## src/hw/rtl/mfle_pkg.sv

```systemverilog
// ----------------------------------------------------------------------------
// mfle_pkg
// Shared widths, character constants and the run descriptor used by the
// "From " line escaper.
// ----------------------------------------------------------------------------
`default_nettype none

package mfle_pkg;

  localparam int unsigned ByteW   = 8;
  localparam int unsigned CountW  = 32;
  localparam int unsigned RunMax  = 6;
  localparam int unsigned RunLenW = 3;

  localparam logic [ByteW-1:0] CharSpace   = 8'h20;
  localparam logic [ByteW-1:0] CharNewline = 8'h0A;
  localparam logic [ByteW-1:0] CharNul     = 8'h00;

  localparam logic [CountW-1:0] CountMax = '1;

  // Item function codes.
  localparam logic FuncData = 1'b0;
  localparam logic FuncEnd  = 1'b1;

  // Bytes written for one accepted item, oldest in entry 0.
  typedef struct packed {
    logic [RunLenW-1:0]             len;
    logic [RunMax-1:0][ByteW-1:0]   bytes;
    logic                           done;
    logic [CountW-1:0]              total;
  } run_t;

  // Characters of the word "From ".
  function automatic logic [ByteW-1:0] from_char(input logic [2:0] idx);
    logic [ByteW-1:0] c;
    case (idx)
      3'd0:    c = 8'h46;
      3'd1:    c = 8'h72;
      3'd2:    c = 8'h6F;
      3'd3:    c = 8'h6D;
      3'd4:    c = CharSpace;
      default: c = CharNul;
    endcase
    return c;
  endfunction

endpackage

`default_nettype wire

```

## src/hw/rtl/mfle_if.sv

```systemverilog
// ----------------------------------------------------------------------------
// mfle_if
// Valid/ready channels for message bytes in and mailbox bytes out.
// ----------------------------------------------------------------------------
`default_nettype none

interface mfle_in_if
  import mfle_pkg::*;
  ();
  logic             valid;
  logic             ready;
  logic             func;
  logic [ByteW-1:0] data;

  modport source (output valid, func, data, input ready);
  modport sink   (input valid, func, data, output ready);
endinterface

interface mfle_out_if
  import mfle_pkg::*;
  ();
  logic              valid;
  logic              ready;
  logic [ByteW-1:0]  out_byte;
  logic              run_last;
  logic              message_done;
  logic [CountW-1:0] total_bytes;

  modport source (output valid, out_byte, run_last, message_done, total_bytes,
                  input ready);
  modport sink   (input valid, out_byte, run_last, message_done, total_bytes,
                  output ready);
endinterface

`default_nettype wire

```

## src/hw/rtl/mfle_core.sv

```systemverilog
// ----------------------------------------------------------------------------
// mfle_core
// Line state, partial match of "From " and byte count. Turns each accepted
// item into a run of up to six bytes and updates the state in the same cycle.
// ----------------------------------------------------------------------------
`default_nettype none

module mfle_core
  import mfle_pkg::*;
(
  input  wire logic             clk,
  input  wire logic             rst,
  input  wire logic             cfg_wr_en,
  input  wire logic             cfg_wr_data,
  input  wire logic             accept,
  input  wire logic             func,
  input  wire logic [ByteW-1:0] data,
  output run_t                  run
);

  logic              escape_enable;
  logic              at_line_start;
  logic [2:0]        match_count;
  logic [ByteW-1:0]  last_written;
  logic [CountW-1:0] byte_count;

  logic              at_line_start_next;
  logic [2:0]        match_count_next;
  logic [ByteW-1:0]  last_written_next;
  logic [CountW-1:0] byte_count_next;

  logic              esc_space;
  logic              esc_advance;
  logic              two_newlines;
  logic [ByteW-1:0]  tail_byte;
  logic [RunLenW-1:0] add_len;
  logic [CountW:0]   count_sum;
  logic [CountW-1:0] count_sat;

  assign esc_space   = at_line_start && (match_count == 3'd0) && (data == CharSpace);
  assign esc_advance = at_line_start && (match_count < 3'd5) &&
                       (data == from_char(match_count));
  // Held bytes end in a non-newline, so a flush always forces two newlines.
  assign two_newlines = (match_count != 3'd0) || (last_written != CharNewline);

  assign count_sum = {1'b0, byte_count} + {{(CountW + 1 - RunLenW){1'b0}}, add_len};
  assign count_sat = count_sum[CountW] ? CountMax : count_sum[CountW-1:0];

  // Number of bytes written for the current item.
  always_comb begin
    add_len = '0;
    if (func == FuncData) begin
      if (!escape_enable || !(esc_space || esc_advance)) begin
        add_len = match_count + 3'd1;
      end else if (esc_space) begin
        add_len = 3'd1;
      end else if (match_count == 3'd4) begin
        add_len = 3'd6;
      end
    end else if (escape_enable) begin
      add_len = match_count + 3'd1 + {2'b00, two_newlines};
    end else begin
      add_len = match_count;
    end
  end

  always_comb begin
    run.len   = '0;
    run.done  = 1'b0;
    run.total = '0;
    tail_byte = data;

    at_line_start_next = at_line_start;
    match_count_next   = match_count;
    last_written_next  = last_written;
    byte_count_next    = byte_count;

    if (func == FuncData) begin
      if (!escape_enable || !(esc_space || esc_advance)) begin
        // Flush held bytes, then the byte itself.
        run.len          = add_len;
        match_count_next = '0;
        last_written_next = data;
        byte_count_next  = count_sat;
        if (data == CharNewline) begin
          at_line_start_next = 1'b1;
        end else if (data != CharSpace || match_count != 3'd0) begin
          at_line_start_next = 1'b0;
        end
      end else if (esc_space) begin
        run.len           = add_len;
        last_written_next = CharSpace;
        byte_count_next   = count_sat;
      end else if (match_count < 3'd4) begin
        match_count_next = match_count + 3'd1;
      end else begin
        run.len            = add_len;
        match_count_next   = '0;
        at_line_start_next = 1'b0;
        last_written_next  = CharSpace;
        byte_count_next    = count_sat;
      end
    end else begin
      run.done = 1'b1;
      if (escape_enable) begin
        tail_byte = CharNewline;
        run.len   = add_len;
      end else begin
        tail_byte = CharNul;
        // With nothing held, a single marker byte carries the count.
        run.len   = (match_count == 3'd0) ? 3'd1 : match_count;
      end
      run.total          = count_sat;
      at_line_start_next = 1'b1;
      match_count_next   = '0;
      last_written_next  = CharNul;
      byte_count_next    = '0;
    end

    for (int i = 0; i < RunMax; i++) begin
      run.bytes[i] = (3'(i) < match_count) ? from_char(3'(i)) : tail_byte;
    end
    if (func == FuncData && escape_enable && !esc_space && esc_advance &&
        match_count == 3'd4) begin
      run.bytes[0] = CharSpace;
      for (int i = 1; i < RunMax; i++) begin
        run.bytes[i] = from_char(3'(i - 1));
      end
    end
  end

  always_ff @(posedge clk) begin
    if (rst) begin
      escape_enable <= 1'b1;
      at_line_start <= 1'b1;
      match_count   <= '0;
      last_written  <= CharNul;
      byte_count    <= '0;
    end else begin
      if (cfg_wr_en) begin
        escape_enable <= cfg_wr_data;
      end
      if (accept) begin
        at_line_start <= at_line_start_next;
        match_count   <= match_count_next;
        last_written  <= last_written_next;
        byte_count    <= byte_count_next;
      end
    end
  end

endmodule

`default_nettype wire

```

## src/hw/rtl/mfle_out_ser.sv

```systemverilog
// ----------------------------------------------------------------------------
// mfle_out_ser
// Result register: holds one run and shifts its bytes out one per cycle while dout is ready.
// ----------------------------------------------------------------------------
`default_nettype none

module mfle_out_ser
  import mfle_pkg::*;
(
  input  wire logic      clk,
  input  wire logic      rst,
  input  wire logic      load,
  input  run_t           run,
  output logic           can_load,
  mfle_out_if.source     dout
);

  logic [RunLenW-1:0]           run_left;
  logic [RunMax-1:0][ByteW-1:0] run_bytes;
  logic                         run_done;
  logic [CountW-1:0]            run_total;
  logic                         taken;
  logic                         is_last;

  assign is_last  = (run_left == RunLenW'(1));
  assign taken    = dout.valid && dout.ready;
  // A new run may enter while the last byte of the current one is taken.
  assign can_load = (run_left == '0) || (is_last && dout.ready);

  assign dout.valid        = (run_left != '0);
  assign dout.out_byte     = run_bytes[0];
  assign dout.run_last     = is_last;
  assign dout.message_done = is_last && run_done;
  assign dout.total_bytes  = (is_last && run_done) ? run_total : '0;

  always_ff @(posedge clk) begin
    if (rst) begin
      run_left <= '0;
    end else if (load && run.len != '0) begin
      run_left <= run.len;
    end else if (taken) begin
      run_left <= run_left - RunLenW'(1);
    end
  end

  always_ff @(posedge clk) begin
    if (load && run.len != '0) begin
      run_bytes <= run.bytes;
      run_done  <= run.done;
      run_total <= run.total;
    end else if (taken) begin
      run_bytes <= {CharNul, run_bytes[RunMax-1:1]};
    end
  end

endmodule

`default_nettype wire

```

## src/hw/rtl/mbox_from_line_escaper.sv

```systemverilog
// ----------------------------------------------------------------------------
// mbox_from_line_escaper
// Copies a message byte stream to a mailbox. In escape mode it quotes "From " at
// line starts and appends the message terminator newlines.
// ----------------------------------------------------------------------------
//   Channel   Dir  Handshake     Carries
//   din       in   valid/ready   func, data (one message byte or end mark)
//   dout      out  valid/ready   out_byte, run_last, message_done, total_bytes
//   cfg       in   cfg_wr_en     cfg_wr_data -> escape_enable
//
// An item that writes more than one byte holds din off while the result
// register shifts its bytes out; din is ready again as the last byte is taken.
// Bytes held as a partial match write nothing and do not hold din off.
// Synchronous reset clears the line state and sets escape mode.
// A stall on dout backs up into din only once the last byte of the current
// item is waiting.
// ----------------------------------------------------------------------------
`default_nettype none

module mbox_from_line_escaper
  import mfle_pkg::*;
(
  input  wire logic   clk,
  input  wire logic   rst,
  input  wire logic   cfg_wr_en,
  input  wire logic   cfg_wr_data,
  mfle_in_if.sink     din,
  mfle_out_if.source  dout
);

  run_t run;
  logic can_load;
  logic accept;

  assign din.ready = can_load;
  assign accept    = din.valid && can_load;

  mfle_core u_core (
    .clk         (clk),
    .rst         (rst),
    .cfg_wr_en   (cfg_wr_en),
    .cfg_wr_data (cfg_wr_data),
    .accept      (accept),
    .func        (din.func),
    .data        (din.data),
    .run         (run)
  );

  mfle_out_ser u_ser (
    .clk      (clk),
    .rst      (rst),
    .load     (accept),
    .run      (run),
    .can_load (can_load),
    .dout     (dout)
  );

  // An item is taken only when no earlier byte other than a departing last one waits.
  a_no_overrun: assert property (@(posedge clk) disable iff (rst)
    (din.valid && din.ready) |-> (!dout.valid || (dout.ready && dout.run_last)))
    else $error("item accepted over a pending run");

  // A run that is not finished keeps presenting bytes.
  a_run_continues: assert property (@(posedge clk) disable iff (rst)
    (dout.valid && dout.ready && !dout.run_last) |=> dout.valid)
    else $error("run ended early");

  // The count is only shown with the end of a message.
  a_total_only_at_end: assert property (@(posedge clk) disable iff (rst)
    (dout.valid && !dout.message_done) |-> (dout.total_bytes == '0))
    else $error("total_bytes outside message end");

  // The end of a message closes its run.
  a_done_is_last: assert property (@(posedge clk) disable iff (rst)
    (dout.valid && dout.message_done) |-> dout.run_last)
    else $error("message_done on a non-final byte");

endmodule

`default_nettype wire
```

## src/flat_wrapper.sv

```systemverilog
// flat-port wrapper written by rule: the top's interface ports become plain ports
module mbox_from_line_escaper_flat import mfle_pkg::*;
  (clk, rst, cfg_wr_en, cfg_wr_data, din_valid, din_func, din_data, din_ready, dout_valid, dout_out_byte, dout_run_last, dout_message_done, dout_total_bytes, dout_ready);
  mfle_in_if din_i ();
  mfle_out_if dout_i ();
  input  wire logic clk;
  input  wire logic rst;
  input  wire logic cfg_wr_en;
  input  wire logic cfg_wr_data;
  input wire logic [$bits(din_i.valid)-1:0] din_valid;
  input wire logic [$bits(din_i.func)-1:0] din_func;
  input wire logic [$bits(din_i.data)-1:0] din_data;
  output wire logic [$bits(din_i.ready)-1:0] din_ready;
  output wire logic [$bits(dout_i.valid)-1:0] dout_valid;
  output wire logic [$bits(dout_i.out_byte)-1:0] dout_out_byte;
  output wire logic [$bits(dout_i.run_last)-1:0] dout_run_last;
  output wire logic [$bits(dout_i.message_done)-1:0] dout_message_done;
  output wire logic [$bits(dout_i.total_bytes)-1:0] dout_total_bytes;
  input wire logic [$bits(dout_i.ready)-1:0] dout_ready;
  assign din_i.valid = din_valid;
  assign din_i.func = din_func;
  assign din_i.data = din_data;
  assign din_ready = din_i.ready;
  assign dout_valid = dout_i.valid;
  assign dout_out_byte = dout_i.out_byte;
  assign dout_run_last = dout_i.run_last;
  assign dout_message_done = dout_i.message_done;
  assign dout_total_bytes = dout_i.total_bytes;
  assign dout_i.ready = dout_ready;
  mbox_from_line_escaper u_core (.clk(clk), .rst(rst), .cfg_wr_en(cfg_wr_en), .cfg_wr_data(cfg_wr_data), .din(din_i), .dout(dout_i));
endmodule
```

## config.mk

```make
export PLATFORM = sky130hd
export DESIGN_NAME = mbox_from_line_escaper_flat
export DESIGN_NICKNAME = d
export VERILOG_FILES = /design/src/hw/rtl/mfle_pkg.sv /design/src/hw/rtl/mfle_if.sv /design/src/hw/rtl/mfle_core.sv /design/src/hw/rtl/mfle_out_ser.sv /design/src/hw/rtl/mbox_from_line_escaper.sv /design/src/flat_wrapper.sv
export SDC_FILE = /design/constraint.sdc
export NUM_CORES = 1
export LEC_CHECK = 0
export ABC_AREA = 1
export BUFFER_PORTS_ARGS = -buffer_cell sky130_fd_sc_hd__buf_4
export CELL_PAD_IN_SITES_DETAIL_PLACEMENT = 0
export CELL_PAD_IN_SITES_GLOBAL_PLACEMENT = 1
export CORE_MARGIN = 8
export CORE_UTILIZATION = 48
export DETAILED_ROUTE_END_ITERATION = 10
export MAX_ROUTING_LAYER = met4
export PLACE_DENSITY_LB_ADDON = 0.1
export SLEW_MARGIN = 10
export SYNTH_ARGS = -nofsm -noshare
export SYNTH_HDL_FRONTEND = slang
export SYNTH_SLANG_ARGS = --single-unit
```

## constraint.sdc

```tcl
create_clock -name clk -period 12.7 [get_ports clk]
set_clock_uncertainty 0.05 [all_clocks]
set_input_delay 1.905 -clock clk [delete_from_list [all_inputs] [get_ports clk]]
set_output_delay 1.905 -clock clk [all_outputs]
set_load 0.005 [all_outputs]
```

==> out/metrics.yaml <==
outcome: "complete, no violations"
whs_ps: 413
num_antenna_cells: 0
first_iter_violations: 442
synth_warnings: 0
rows: 44
cts_buffers: 17
coreArea_sq_um: 14500
grt_busiest_layer: "met2"
drive_gt1_share_pct: 11.2
post_cts_buffers: 0
ys_async_sr_fraction_pct: 0
synthXorXnorAreaFrac_pct: 1.60
maxCapViolations: 0
cts_resized: 0
synth.net_count: 976
end_kind: "register"
power_mw: 1.60
switching_share_pct: 33.4
synth_cell_types: 39
met3_usage_pct: 4.16
maxSlewViolCount: 0
power.share.clock_pct: 28.5
p_int_mw: 1.06
grt_max_degree: 68
hold_violations: 0
cp_max_fo: 33
setup_viol: 0
use_met1_pct: 23.7
period_needed_ps: 6170
io_pins: 59
avgSynthCellArea_sq_um: 7.48
fp.dieH_um: 138
grt_pass1_vias: 5617
switchingPower_mw: 0.533
critPathArrivalTime_ps: 6470
grt.total_usage_pct: 19.0
max_slew_margin_pct: 26.0
combPwrFrac_pct: 28.7
synth_top_family_by_area: "simple AND/OR/NAND/NOR gates"
numClockSinks: 129
ys.flop_type: "edfxtp_1"
grt_antenna_before_repair: 0
cts.clk_slew.worst_paths_ps: 50
fin_crit_sh_pct: 48.6
worst_pin_slew_ps: 1110
worst_ep_required_time_ps: 13000
gp_congestion: 0.884
start_util_pct: 49.0
root_buffer: "clkbuf_16"
worstSetupStartpointType: "input pin"
yosysSeqAreaShare_pct: 47.8
wl_per_cell_um: 14.3
port-buffer-count: 58
die_area_sq_um: 18900
fp.dieW_um: 138
syn_inst: 949
rsz0062_at_grt: "no"
cts_tree: "yes"
synth_enable_flop_cells: 81
use_met2_pct: 30.2
nets: 1015
first_pass_iters: 5
synth_fa_ha_area_share_pct: 2.22
pwr-share-seq_pct: 42.8
synth_compound_area_share_pct: 8.85
grt_first_pass_wirelength_um: 27700
clk_latency_ps: 420
postRouteAntennaNets: 0
power.leakage_nw: 3.70
drc: 0
hp-class: "register to register"
peakVddDrop_mv: 0.0999
htreeDepth: 4
p_per_area_nw_per_um2: 196
drt-vias-per-instance: 5.08
muxShareOfSynthArea_pct: 0
max_freq_mhz: 162
grt.overflow.total: 0
cts.path.max_buffers: 2
tns_ps: 0
netlist_area_sq_um: 7100
syn_to_final_growth_pct: 14.5
ys_ff_latch: 129
via_count: 6019
synth-simple-area-share_pct: 29.2
wl_um: 17000
crit_type: "input pin to register"
dp_hpwl_um: 11600
postCtsHoldBufs: 0
[logic make-up after synthesis]
family,count (synthesis)
xor gates and xnor gates,13
and+or+nand+nor,498
DFF,129
adders and majority gates,12
buffers and inverters,176
AOI/OAI and AO/OA,121
[registers in the layout, summed over array words and instances, names as in the netlist]
signal	cells
u_core.u_ser.dout.out_byte	8
u_core.u_ser.run_total	32
u_core.u_ser.run_bytes	40
u_core.u_ser.run_done	1
u_core.u_core.at_line_start	1
u_core.u_core.escape_enable	1
u_core.u_core.last_written	8
u_core.u_ser.run_left	3
u_core.u_core.byte_count	32
u_core.u_core.match_count	3
[through the flow]
step                      cells  cell area (sq um)  setup WS [ps]  util (%)
after floorplan             949               7100           7700         -
after global placement     1153               7580           6260      52.4
after detailed placement   1153               7580           6110      52.4
after CTS                  1185               8130           6560      56.1
after global routing       1185               8130           5890      56.1
final                      1185               8130           6530      56.1
[cell type report]
cell class | count | area (sq um)
fillers | 1388 | 6350
flip-flops and latches | 129 | 3390
multi-input cells | 644 | 2990
inverters | 134 | 503
repair buffers | 62 | 465
clock buffers | 21 | 440
well taps | 184 | 230
clock inverters | 11 | 106
[power by group through the flow]
stage                     logic, mW  registers (mW)  clock network (mW)
after floorplan               0.346           0.680                   0
after global placement        0.459           0.689                   0
after detailed placement      0.463           0.692                   0
after CTS                     0.465           0.684               0.464
after global routing          0.517           0.695               0.484
final                         0.457           0.683               0.455
[synth_stat cells (all sizes together) (3+ instances only)]
master  instances  area (sq um)
nand2         267          1010
inv           133           499
nor2          128           490
edfxtp         81          2430
a21oi          59           303
o21ai          55           275
nand3          50           250
dfxtp          48           961
buf            21           149
clkbuf         21          78.8
nand4          16           100
nor3           14          70.1
ha             11           138
or2             9          56.3
nor4            7          50.1
xor2            7          61.3
xnor2           6          52.6
a22oi           3          22.5
[metal layers]
metal | wire, um | part of all wire [%]
met5 | 0 | 0
met3 | 705 | 4.2
met1 | 7920 | 47
met2 | 8090 | 48
met4 | 245 | 1.4
[worst max-delay path, stage by stage]
cell	delay (ps)
buf_4	360
clkinv_1	700
nand3_1	340
nor2_1	90
nor2_1	90
nand2_1	70
inv_1	70
ha_1	150
inv_1	50
fa_1	400
inv_1	70
nand2_1	40
nand2_1	120
nand3_1	150
nor2_1	230
nand3_1	130
nor2_1	230
nand2_1	420
inv_1	520
o21ai_0	170
a21oi_1	140
[placed cells by master (no fill, tap or decap), drive strengths merged, types with 2 or more instances in the layout]
cell,instances
or2,9
nor3,14
edfxtp,81
inv,136
o22ai,2
xor2,7
nor4,7
o21ai,55
clkbuf,21
ha,11
nor2,128
nand3b,2
nand2,267
dfxtp,48
nand3,50
buf,62
a22oi,3
xnor2,6
clkinv,5
a21oi,59
clkinvlp,3
nand4,16
[path summary, 6_finish.rpt]
path,slack (ps),endpoint,cells past startpoint,startpoint
setup / recovery,6530,u_core.u_core.byte_count[3]$_SDFFE_PP0P_,21,din_func
hold / removal,410,u_core.u_core.last_written[1]$_SDFFE_PP0P_,2,u_core.u_core.last_written[1]$_SDFFE_PP0P_
setup reg to reg,7210,u_core.u_core.byte_count[3]$_SDFFE_PP0P_,28,u_core.u_core.match_count[0]$_SDFFE_PP0P_
hold reg to reg,410,u_core.u_core.last_written[1]$_SDFFE_PP0P_,2,u_core.u_core.last_written[1]$_SDFFE_PP0P_
(Power assumes the default switching activity.)
